`config.mk`:
```
export PLATFORM = sky130hd
export DESIGN_NAME = utf8_sanitizer_core
export DESIGN_NICKNAME = d
export VERILOG_FILES = /design/src/rtl/u8s_pkg.sv /design/src/rtl/u8s_front.sv /design/src/rtl/u8s_queue.sv /design/src/rtl/u8s_back.sv /design/src/rtl/utf8_sanitizer_core.sv
export SDC_FILE = /design/constraint.sdc
export NUM_CORES = 1
export LEC_CHECK = 0
export BUFFER_PORTS_ARGS = -buffer_cell sky130_fd_sc_hd__buf_2
export CORE_MARGIN = 2
export CORE_UTILIZATION = 45
export DETAILED_ROUTE_END_ITERATION = 12
export PLACE_DENSITY_LB_ADDON = 0.12
export RECOVER_POWER = 100
export SYNTH_ARGS = -nofsm -noshare
export SYNTH_HDL_FRONTEND = slang
export SYNTH_HIERARCHICAL = 1
export SYNTH_SLANG_ARGS = --single-unit
```
`constraint.sdc`:
```
create_clock -name clk -period 3.69 [get_ports clk]
set_clock_uncertainty 0.2 [all_clocks]
set_input_delay 0.1845 -clock clk [delete_from_list [all_inputs] [get_ports clk]]
set_output_delay 0.1845 -clock clk [all_outputs]
set_load 0.005 [all_outputs]
```
`src/rtl/u8s_pkg.sv`:
```
// shared types and constants of the utf-8 sanitizer
`timescale 1ns / 1ps

package u8s_pkg;

    // replacement character '?'
    localparam logic [7:0] REPL_BYTE = 8'h3F;

    // bundle queue between front and back
    localparam int QDEPTH = 4;
    localparam int QPTR_W = $clog2(QDEPTH);
    localparam int QCNT_W = $clog2(QDEPTH + 1);

    // most bytes one input beat can release
    localparam int MAX_OUT = 4;
    localparam int OCNT_W  = $clog2(MAX_OUT + 1);
    localparam int OIDX_W  = $clog2(MAX_OUT);

    typedef enum logic [1:0] {
        CLS_ASCII = 2'd0,
        CLS_CONT  = 2'd1,
        CLS_LEAD  = 2'd2,
        CLS_BAD   = 2'd3
    } byte_class_t;

    typedef struct packed {
        byte_class_t kind;
        logic [1:0]  need;   // continuations a lead byte needs
    } class_info_t;

    // all output bytes released by one input beat
    typedef struct packed {
        logic [MAX_OUT-1:0][7:0] data;
        logic [OCNT_W-1:0]       count;
        logic                    last;
    } bundle_t;

    function automatic class_info_t classify(input logic [7:0] b);
        class_info_t ci;
        ci.kind = CLS_BAD;
        ci.need = 2'd0;
        case (b) inside
            8'b0???_????: ci.kind = CLS_ASCII;
            8'b10??_????: ci.kind = CLS_CONT;
            8'b110?_????:
            begin
                ci.kind = CLS_LEAD;
                ci.need = 2'd1;
            end
            8'b1110_????:
            begin
                ci.kind = CLS_LEAD;
                ci.need = 2'd2;
            end
            8'b1111_0???:
            begin
                ci.kind = CLS_LEAD;
                ci.need = 2'd3;
            end
            default: ci.kind = CLS_BAD;
        endcase
        return ci;
    endfunction

endpackage

```
`src/rtl/u8s_front.sv`:
```
// front end: classifies input bytes, tracks pending sequences, builds bundles
`timescale 1ns / 1ps

module u8s_front (
    input  logic              clk,
    input  logic              rst_n,
    input  logic              in_valid,
    output logic              in_ready,
    input  logic [7:0]        in_byte,
    input  logic              is_last,
    input  logic              q_ready,
    output logic              push,
    output u8s_pkg::bundle_t  bundle
);

    logic [7:0]           held_reg [3];
    logic [1:0]           hc_reg;
    logic [1:0]           hc_next;
    logic [1:0]           ec_reg;
    logic [1:0]           ec_next;
    u8s_pkg::class_info_t cls;
    logic                 accept;
    logic                 held_active;
    logic                 is_cont;
    logic                 complete;
    logic                 store;
    logic [1:0]           pre_cnt;
    logic                 has_x;
    logic [7:0]           x_byte;

    assign in_ready = q_ready;
    assign accept   = in_valid && q_ready;
    assign push     = accept && (bundle.count != '0);

    always_comb
    begin
        cls         = u8s_pkg::classify(in_byte);
        held_active = (hc_reg != 2'd0) && (ec_reg != 2'd0);
        is_cont     = (cls.kind == u8s_pkg::CLS_CONT);
        complete    = held_active && is_cont && (hc_reg >= ec_reg);
        store       = held_active && is_cont && !complete;
        pre_cnt     = (held_active && !is_cont) ? hc_reg : 2'd0;
        // fresh byte: lead bytes stay held unless the string ends here
        has_x       = (cls.kind != u8s_pkg::CLS_LEAD) || is_last;
        x_byte      = (cls.kind == u8s_pkg::CLS_ASCII) ? in_byte : u8s_pkg::REPL_BYTE;

        bundle.last = is_last;
        hc_next     = 2'd0;
        ec_next     = 2'd0;
        if (complete)
        begin
            bundle.count = u8s_pkg::OCNT_W'(hc_reg) + u8s_pkg::OCNT_W'(1);
            for (int i = 0; i < u8s_pkg::MAX_OUT; i++)
            begin
                if (i < 3 && i < int'(hc_reg))
                    bundle.data[i] = held_reg[i < 3 ? i : 0];
                else
                    bundle.data[i] = in_byte;
            end
        end
        else if (store)
        begin
            bundle.count = is_last ? u8s_pkg::OCNT_W'(hc_reg) + u8s_pkg::OCNT_W'(1) : '0;
            for (int i = 0; i < u8s_pkg::MAX_OUT; i++)
                bundle.data[i] = u8s_pkg::REPL_BYTE;
            if (!is_last)
            begin
                hc_next = hc_reg + 2'd1;
                ec_next = ec_reg;
            end
        end
        else
        begin
            bundle.count = u8s_pkg::OCNT_W'(pre_cnt) + u8s_pkg::OCNT_W'(has_x);
            for (int i = 0; i < u8s_pkg::MAX_OUT; i++)
                bundle.data[i] = (i == int'(pre_cnt)) ? x_byte : u8s_pkg::REPL_BYTE;
            if (cls.kind == u8s_pkg::CLS_LEAD && !is_last)
            begin
                hc_next = 2'd1;
                ec_next = cls.need;
            end
        end
    end

    always_ff @(posedge clk or negedge rst_n)
    begin
        if (!rst_n)
        begin
            hc_reg <= 2'd0;
            ec_reg <= 2'd0;
        end
        else if (accept)
        begin
            hc_reg <= hc_next;
            ec_reg <= ec_next;
        end
    end

    // held bytes carry no reset
    always_ff @(posedge clk)
    begin
        if (accept && store && hc_reg < 2'd3)
            held_reg[hc_reg] <= in_byte;
        else if (accept && !complete && !store && cls.kind == u8s_pkg::CLS_LEAD)
            held_reg[0] <= in_byte;
    end

    a_last_idles: assert property (@(posedge clk) disable iff (!rst_n)
        accept && is_last |=> hc_reg == 2'd0 && ec_reg == 2'd0)
        else $error("pending sequence survived end of string");

    a_hold_bounded: assert property (@(posedge clk) disable iff (!rst_n)
        hc_reg <= ec_reg)
        else $error("more bytes held than the lead needs");

endmodule

```
`src/rtl/u8s_queue.sv`:
```
// short bundle queue between front and back
`timescale 1ns / 1ps

module u8s_queue (
    input  logic             clk,
    input  logic             rst_n,
    input  logic             push,
    input  u8s_pkg::bundle_t wr_bundle,
    output logic             not_full,
    input  logic             pop,
    output logic             not_empty,
    output u8s_pkg::bundle_t rd_bundle
);

    u8s_pkg::bundle_t              mem_reg [u8s_pkg::QDEPTH];
    u8s_pkg::bundle_t              rd_reg;
    logic [u8s_pkg::QPTR_W-1:0]    wp_reg;
    logic [u8s_pkg::QPTR_W-1:0]    wp_next;
    logic [u8s_pkg::QPTR_W-1:0]    rp_reg;
    logic [u8s_pkg::QPTR_W-1:0]    rp_next;
    logic [u8s_pkg::QCNT_W-1:0]    cnt_reg;
    logic [u8s_pkg::QCNT_W-1:0]    cnt_next;
    logic                          do_push;
    logic                          do_pop;

    assign not_full  = (cnt_reg != u8s_pkg::QCNT_W'(u8s_pkg::QDEPTH));
    assign not_empty = (cnt_reg != '0);
    assign do_push   = push && not_full;
    assign do_pop    = pop && not_empty;
    assign rd_bundle = rd_reg;

    always_comb
    begin
        wp_next  = wp_reg;
        rp_next  = rp_reg;
        cnt_next = cnt_reg;
        if (do_push)
            wp_next = (wp_reg == u8s_pkg::QPTR_W'(u8s_pkg::QDEPTH - 1)) ? '0
                                                                        : wp_reg + 1'b1;
        if (do_pop)
            rp_next = (rp_reg == u8s_pkg::QPTR_W'(u8s_pkg::QDEPTH - 1)) ? '0
                                                                        : rp_reg + 1'b1;
        if (do_push && !do_pop)
            cnt_next = cnt_reg + 1'b1;
        else if (do_pop && !do_push)
            cnt_next = cnt_reg - 1'b1;
    end

    always_ff @(posedge clk or negedge rst_n)
    begin
        if (!rst_n)
        begin
            wp_reg  <= '0;
            rp_reg  <= '0;
            cnt_reg <= '0;
        end
        else
        begin
            wp_reg  <= wp_next;
            rp_reg  <= rp_next;
            cnt_reg <= cnt_next;
        end
    end

    always_ff @(posedge clk)
    begin
        if (do_push)
            mem_reg[wp_reg] <= wr_bundle;
    end

    // head entry registered, with write-through when the new head is written now
    always_ff @(posedge clk)
    begin
        if (do_push && wp_reg == rp_next)
            rd_reg <= wr_bundle;
        else
            rd_reg <= mem_reg[rp_next];
    end

    a_no_overflow: assert property (@(posedge clk) disable iff (!rst_n)
        push |-> not_full)
        else $error("bundle pushed into a full queue");

    a_count_track: assert property (@(posedge clk) disable iff (!rst_n)
        !push && !pop |=> $stable(cnt_reg))
        else $error("queue fill level moved without push or pop");

endmodule

```
`src/rtl/u8s_back.sv`:
```
// back end: plays out one bundle byte per beat
`timescale 1ns / 1ps

module u8s_back (
    input  logic             clk,
    input  logic             rst_n,
    input  logic             q_not_empty,
    input  u8s_pkg::bundle_t head,
    output logic             pop,
    output logic             out_valid,
    input  logic             out_ready,
    output logic [7:0]       out_byte,
    output logic             out_last
);

    logic [u8s_pkg::OIDX_W-1:0] idx_reg;
    logic [u8s_pkg::OIDX_W-1:0] idx_next;
    logic                       at_end;
    logic                       beat;

    assign out_valid = q_not_empty;
    assign at_end    = (u8s_pkg::OCNT_W'(idx_reg) + u8s_pkg::OCNT_W'(1)) == head.count;
    assign out_byte  = head.data[idx_reg];
    assign out_last  = head.last && at_end;
    assign beat      = out_valid && out_ready;
    assign pop       = beat && at_end;

    always_comb
    begin
        idx_next = idx_reg;
        if (beat)
            idx_next = at_end ? '0 : idx_reg + 1'b1;
    end

    always_ff @(posedge clk or negedge rst_n)
    begin
        if (!rst_n)
            idx_reg <= '0;
        else
            idx_reg <= idx_next;
    end

    a_idx_in_bundle: assert property (@(posedge clk) disable iff (!rst_n)
        out_valid |-> u8s_pkg::OCNT_W'(idx_reg) < head.count)
        else $error("byte index past end of bundle");

endmodule

```
`src/rtl/utf8_sanitizer_core.sv`:
```
// top level of the utf-8 sanitizer
`timescale 1ns / 1ps

// utf8_sanitizer_core cleans a byte stream so it holds only well-formed utf-8
// sequences judged by bit pattern. one byte beat enters per cycle; ascii passes
// straight through, a lead byte is held with its continuations until the
// sequence completes and is then released whole, and a broken sequence, a
// stray continuation or a 0xF8+ byte turns into '?' (0x3F) bytes. out_last
// marks the final output byte of a string. the front end classifies each byte
// in the cycle it is accepted and pushes the bytes it releases (up to four) as
// one bundle into a four-deep queue; the back end plays the bundle out one byte
// per cycle while out_ready holds. input rate is one byte per cycle while the
// queue has room; output is one byte per cycle while out_ready holds, so a
// long run of multi-byte releases is paced by the output side at one output
// byte per cycle. a bundle is registered in the queue before it is played out.

module utf8_sanitizer_core (
    input  logic       clk,
    input  logic       rst_n,
    input  logic       in_valid,
    output logic       in_ready,
    input  logic [7:0] in_byte,
    input  logic       is_last,
    output logic       out_valid,
    input  logic       out_ready,
    output logic [7:0] out_byte,
    output logic       out_last
);

    // front to queue
    logic             push;
    logic             q_not_full;
    u8s_pkg::bundle_t push_bundle;

    // queue to back
    logic             pop;
    logic             q_not_empty;
    u8s_pkg::bundle_t head_bundle;

    // classification and pending-sequence tracking
    u8s_front u_front (
        .clk      (clk),
        .rst_n    (rst_n),
        .in_valid (in_valid),
        .in_ready (in_ready),
        .in_byte  (in_byte),
        .is_last  (is_last),
        .q_ready  (q_not_full),
        .push     (push),
        .bundle   (push_bundle)
    );

    // decouples the two sides so each can stall alone
    u8s_queue u_queue (
        .clk       (clk),
        .rst_n     (rst_n),
        .push      (push),
        .wr_bundle (push_bundle),
        .not_full  (q_not_full),
        .pop       (pop),
        .not_empty (q_not_empty),
        .rd_bundle (head_bundle)
    );

    // serializes each bundle onto the output channel
    u8s_back u_back (
        .clk         (clk),
        .rst_n       (rst_n),
        .q_not_empty (q_not_empty),
        .head        (head_bundle),
        .pop         (pop),
        .out_valid   (out_valid),
        .out_ready   (out_ready),
        .out_byte    (out_byte),
        .out_last    (out_last)
    );

endmodule

```
Word-level counts from Yosys, hierarchy flattened
Memories as Yosys holds them, arrays and structs flattened. A register that Yosys moved wholly into a read port is not among the register bits.
Index checks and enable logic that the tools add are counted.
- flip-flop bits (word level): 13
- latch bits: 0
- bits in writable memories: 168
- bits in read-only memories: 0
- bits of input ports: 13
- output and inout port bits: 11
- logic and storage cells: 122
- memories kept: 2
- memories (name ; words ; bits a word ; read ports ; clocked after memory_dff ; write ports ; line ; source):
    u_queue.mem_reg ; 4 ; 36 ; 1 ; 1 ; 1 ; u8s_queue.sv:15 ; u8s_pkg::bundle_t mem_reg [u8s_pkg::QDEPTH];
    u_front.held_reg ; 3 ; 8 ; 3 ; 0 ; 1 ; u8s_front.sv:16 ; logic [7:0] held_reg [3];
- add/subtract/negate cells: 9
- $mul: 0
- divide/modulo/power cells: 0
- magnitude comparators: 6
- equal/unequal tests: 15
- shift operators: 0
- muxes and demuxes: 48
- bitwise operators: 0
- reduce and logical (&&, ||, !) cells: 36
- operators by type and width (cell ; number):
    8-bit two-way mux ; 10
    35-bit two-way mux ; 2
    2-bit two-way mux ; 22
    1-bit logical AND ; 20
    8-bit binary-select mux with 2-bit select ; 1
    1-bit two-way mux ; 10
    3-bit two-way mux ; 3
    2-bit by 1-bit adder with 2-bit output, second input constant ; 4
    2-bit == test, second input constant ; 4
    8-bit OR reduction ; 1
    2-bit by 1-bit adder with 3-bit output, second input constant ; 2
    1-bit logical NOT ; 6
    2-bit nonzero test ; 3
    3-bit nonzero test ; 2
    5-bit == test, second input constant ; 1
    2-bit == test, first input constant ; 2
    4-bit == test, second input constant ; 1
    2-bit logical NOT ; 2
    1-bit by 2-bit less-than comparator with 1-bit output, first input constant ; 2
    2-bit by 1-bit adder with 3-bit output ; 1
    3-bit by 1-bit adder with 3-bit output, second input constant ; 1
    3-bit == test ; 1
    3-bit == test, second input constant ; 1
    2-bit by 3-bit less-than comparator with 1-bit output, second input constant ; 1
    other kinds (11) ; 11

Logic depth before layout (Yosys ltp)
- word-level depth: 21
- gate-level depth with buffers: 16
- mapped depth without buffers: 15

By module
The synthesis kept the hierarchy.
- by module, submodules not included (module ; times used ; cells each ; area an instance (um2) ; seq. area each (um2)):
    u8s_queue ; 1 ; 226 ; 5662.9 ; 4539.4
    u8s_front ; 1 ; 144 ; 1621.6 ; 820.8
    u8s_back ; 1 ; 27 ; 359.1 ; 50.0

Least setup slack after synthesis
Ideal clock, no wire load.
- path kind: register to register
- from: reg u_front.hc_reg[1]
- to: reg u_queue/cnt_reg[2] (netlist bit)
- library setup time: 0.079 ns
- data arrival time: 3.303 ns
- required time: 3.411 ns
- path slack: 0.108 ns
- cell stages (with the launch flop): 17
- path buffers: 1
- clock period less this slack: 3.582 ns
- cell sequence: dfrtp_1 > clkbuf_1 > inv_1 > ha_1 > nor2_1 > and3_1 > ha_1 > ha_1 > nor4_1 > a211oi_1 > and2_4 > ha_1 > inv_1 > fa_1 > xor2_1 > nor2_1 > xor2_1
- cells in the longest elaborated chain, start to end: 14
- elaborated cells between the ends (all ways): 22
- classes of those cells: add/sub: 2; order compare: 1; mux: 5; reduce/logical: 14
- ends and longest elaborated chain (item ; line ; source):
    from (decl) ; u8s_front.sv:17 ; logic [1:0] hc_reg;
    from (signal assigned) ; u8s_front.sv:94 ; hc_reg <= hc_next;
    branches (longest 7 deep; another with 2-bit by 1-bit adder with 3-bit output) ; -- ;
    35-bit two-way mux (*) ; u8s_front.sv:50 ; if (complete)
    3-bit nonzero test (*) ; u8s_front.sv:33 ; assign push = accept && (bundle.count != '0);
    1-bit logical AND (*) ; u8s_front.sv:33 ;
    via push ; utf8_sanitizer_core.sv:31 ; logic push;
    1-bit logical AND (*) ; u8s_queue.sv:28 ; assign do_push = push && not_full;
    via u_queue.do_push ; u8s_queue.sv:23 ; logic do_push;
    1-bit logical NOT ; u8s_queue.sv:45 ; else if (do_pop && !do_push)
    1-bit logical AND ; u8s_queue.sv:45 ;
    2-bit nonzero test (no line) ; -- ;
    to (signal assigned) ; u8s_queue.sv:61 ; cnt_reg <= cnt_next;
    to (decl) ; u8s_queue.sv:21 ; logic [u8s_pkg::QCNT_W-1:0] cnt_reg;
Mark *: on every way through the listed nets, which the timed path passes.
A chain may end at the register's enable or synchronous reset.

Worst setup path in the final report
- from: in in_byte[6]
- to: reg u_queue/cnt_reg[2] (netlist bit)
- cells in the longest elaborated chain, start to end: 19
- elaborated cells between the ends (all ways): 30
- classes of those cells: add/sub: 1; eq/ne: 6; mux: 9; reduce/logical: 14
- ends and longest elaborated chain (item ; line ; source):
    from (decl) ; utf8_sanitizer_core.sv:22 ; input logic [7:0] in_byte,
    5-bit == test ; u8s_front.sv:37 ; cls = u8s_pkg::classify(in_byte);
    1-bit two-way mux ; u8s_pkg.sv:42 ; case (b) inside
    2-bit two-way mux (2 in a row) ; u8s_pkg.sv:42 ;
    2-bit two-way mux (*) (2 in a row) ; u8s_pkg.sv:42 ;
    2-bit by 1-bit == test with 1-bit output ; u8s_front.sv:39 ; is_cont = (cls.kind == u8s_pkg::CLS_CONT);
    1-bit logical NOT or 1-bit logical AND (tied branches) ; u8s_front.sv:42, u8s_front.sv:40, u8s_front.sv:41 ;
    1-bit logical AND (on tied branches) ; u8s_front.sv:42, u8s_front.sv:40 ;
    2-bit two-way mux or 1-bit logical NOT (tied branches) ; u8s_front.sv:42, u8s_front.sv:41 ;
    [3 not listed] ; -- ;
    3-bit nonzero test (*) ; u8s_front.sv:33 ;
    1-bit logical AND (*) ; u8s_front.sv:33 ;
    via push ; utf8_sanitizer_core.sv:31 ;
    1-bit logical AND (*) ; u8s_queue.sv:28 ;
    via u_queue.do_push ; u8s_queue.sv:23 ;
    1-bit logical NOT ; u8s_queue.sv:45 ;
    1-bit logical AND ; u8s_queue.sv:45 ;
    2-bit nonzero test (no line) ; -- ;
Mark *: on every way through the listed nets, which the timed path passes. The rest lies on a longest branch.

==> results.toml <==
[yosys]
synth_edf_count = 168
yosysTopAreaCellShare_pct = 66.00
ys_async_sr_fraction_pct = 7.104
synthTopCellsByArea = "edfxtp_1 66%, mux4_2 13%, dfrtp_1 4.3%"
ys_ff_latch = 183
syn_area_per_cell_um2 = 19.25
ys_types = 57
synth_top_cell_by_area = "edfxtp_1"
syn_area_mm2 = 0.007644
synth-seq-area-share_pct = 70.78
syn_nets = 424
synth_cells = 397
yosys_warnings = 6
synth-main-ff-cell = "edfxtp_1"

[place]
place_hpwl_um = 9768
dpl-instance-area_mm2 = 0.008145
port_buffers = 23
gp_congestion = 0.8733

[critical_path]
endpoint = "u_queue/cnt_reg[2]"
worstPathRequired_ps = 3830
worst_r2r_path_depth = 15
worst_setup_path_end_kind = "flip-flop"
cp_max_fo = 9
crit_arrival_ps = 3580
rr_endpoint = "u_queue/cnt_reg[2]"
cp-start-kind = "primary input"
path_class = "primary input to flip-flop"
r2r_setup_slack_ps = 300
crit_start = "in_byte[6]"
timing.rr.start = "u_front/hc_reg[1]"

[power_and_ir_drop]
power_frac_clock_pct = 29.0
ir_drop_v = 0.0003316
netSwitchingPower_uw = 1688
comb_power_share_pct = 27.0
switching_share_pct = 27.17
cellLeakagePower_uw = 0.002820
internal_power_uw = 4523
pwr-share-seq_pct = 44.0
p_per_area_mw_per_mm2 = 707.5

[die]
die_area_mm2 = 0.01804
num_rows = 47
start_util_pct = 46.09
die_x_um = 134.3
core_mm2 = 0.01658
io-pin-count = 24
die_h_um = 134.3

[cells_and_area]
largest_reg_flops = 144
final_area_mm2 = 0.008778
multi_input_area_mm2 = 0.002048
nets = 483
register_area_mm2 = 0.005410
nFillCells = 1360
diodes = 0
drive_above_1_share_pct = 24.52
syn_to_final_growth_pct = 14.85

[timing]
worst_pin_slew_ps = 788.3
final_hold_viol_count = 0
fin_crit_sh_pct = 93.22
period_minus_slack_ps = 3440
setup_violations = 0
fmax_ghz = 0.2907
rsz0062_at_grt = "no"
setup-tns-final_ps = 0
finalMaxSlewViolations = 0
whs_ps = 17.92
relSlewSlack_pct = 47.45

[route]
vias = 3835
drt_iter0_markers = 399
maxUsedRoutingLayer = "met4"
wl_met1_um = 6803
wl_met2_um = 7635
antenna_left = 0
drc = 0
wl_met3_um = 657
routedWlPerCell_um = 22.17
first_pass_iters = 4
via_per_inst = 5.566
wirelength_um = 15270

[cts]
h-tree-depth = 4
root_buffer = "clkbuf_16"
cts_tree = "yes"
numCtsBuffers = 17
cts_hold_buf = 12
cts_resized = 0
clkTransAtPathRegs_ps = 60
insertion_delay_ps = 420
cts_setup_buffers = 0
cts_buffer_depth = 2
cts.sinks = 183

[global_route]
grt_start_max_net_pins = 29
grt-ovfl-total = 0
gr-usage-all-layers_pct = 18.35
grt_pass1_vias = 4137
grt_pass1_wl_um = 24160
antenna_found_initial = 0

[min_path]
hold_path_class = "primary input to flip-flop"

[flow_run]
drv_cap = 0

[run_status]
outcome = "finished, final reports clean"
-- metrics by stage --
stage / cells / power, uW / setup slack, ps / util [%]
finish: 689 / 6211 / 250.1 / 52.94
global route: 689 / 6513 / 79.78 / 52.94
CTS: 689 / 6363 / 277.9 / 53.46
detailed placement: 645 / 4548 / 331.7 / 49.12
global placement: 645 / 4517 / 388.0 / 49.12
floorplan: 397 / 3989 / 108.3 / -
-- per-layer routing --
metal | vias up | global-route usage, %
met5 | - | 0
met4 | 0 | 6.082
met3 | 11 | 3.326
met2 | 77 | 29.82
met1 | 1999 | 25.32
li1 | 1748 | -
-- layout make-up --
| class | count | share of cell area [%] |
|---|---|---|
| tap | 220 | 3.136 |
| inverter | 11 | 0.4704 |
| multi-input combinational | 184 | 23.33 |
| sequential | 183 | 61.63 |
| clock inverter | 6 | 0.6699 |
| clock buffer | 26 | 6.172 |
| timing repair buffer | 59 | 4.590 |
-- critical path: stages --
cell	delay, ps
dlygate4sd3_1	560
clkbuf_1	220
nand2b_4	220
and3_1	200
ha_1	200
ha_1	290
nor4_1	50
a211oi_1	300
and2_4	230
ha_1	180
inv_1	70
fa_1	440
xor2_1	170
nor2_1	110
xor2_1	160
-- cell usage in the layout, fill, tap and decap left out, types with 9 or more instances in the layout --
cell / count
buf_2: 13
dfrtp_1: 13
mux4_2: 43
nand2_1: 17
buf_4: 9
dlygate4sd3_1: 12
clkbuf_16: 19
o22a_1: 12
edfxtp_1: 168
inv_1: 11
nor2_1: 17
ha_1: 13
clkbuf_1: 19
-- Yosys cell counts, drive strengths merged (4+ instances only) --
cell type and number:
dfrtp 13, o22a 12, nor2 17, nor4 4, mux2 5, inv 11
nand2 17, nand3 8, o21ai 6, o32a 6, a22o 4, xor2 4
mux4 44, nand2b 5, edfxtp 168, clkbuf 5, o32ai 4, ha 13
buf 14, and3 6
-- power by group through the flow --
stage / Sequential [uW] / Combinational [uW] / Clock, uW
6_report: 2730 / 1680 / 1800
5_1_grt: 2760 / 1840 / 1910
4_1_cts: 2740 / 1780 / 1840
3_5_place_dp: 2780 / 1760 / 0
3_3_place_gp: 2760 / 1750 / 0
2_1_floorplan: 2730 / 1260 / 0
-- worst min path at each step --
stage / depth (start not counted) / to / slack, ps / start
2_1_floorplan: 0 / u_back/idx_reg[0] / -310 / rst_n
3_3_place_gp: 1 / u_back/idx_reg[1] / -100 / rst_n
3_5_place_dp: 1 / u_queue/rp_reg[1] / -90 / rst_n
4_1_cts: 3 / u_front/ec_reg[1] / 10 / in_valid
5_1_grt: 4 / u_front/hc_reg[1] / 60 / in_valid
6_report: 4 / u_front/hc_reg[1] / 20 / in_valid
-- logic make-up after synthesis --
group                      after synthesis  share of synthesized area (%)
xor gates and xnor gates                 6                         0.7858
buffers and inverters                   30                          1.948
and+or+nand+nor                         67                          4.763
adders and majority gates               14                          2.390
DFF                                    183                          70.78
AOI/OAI and AO/OA                       45                          5.091
muxes                                   52                          14.24
Power figures use the tool's default switching activity.
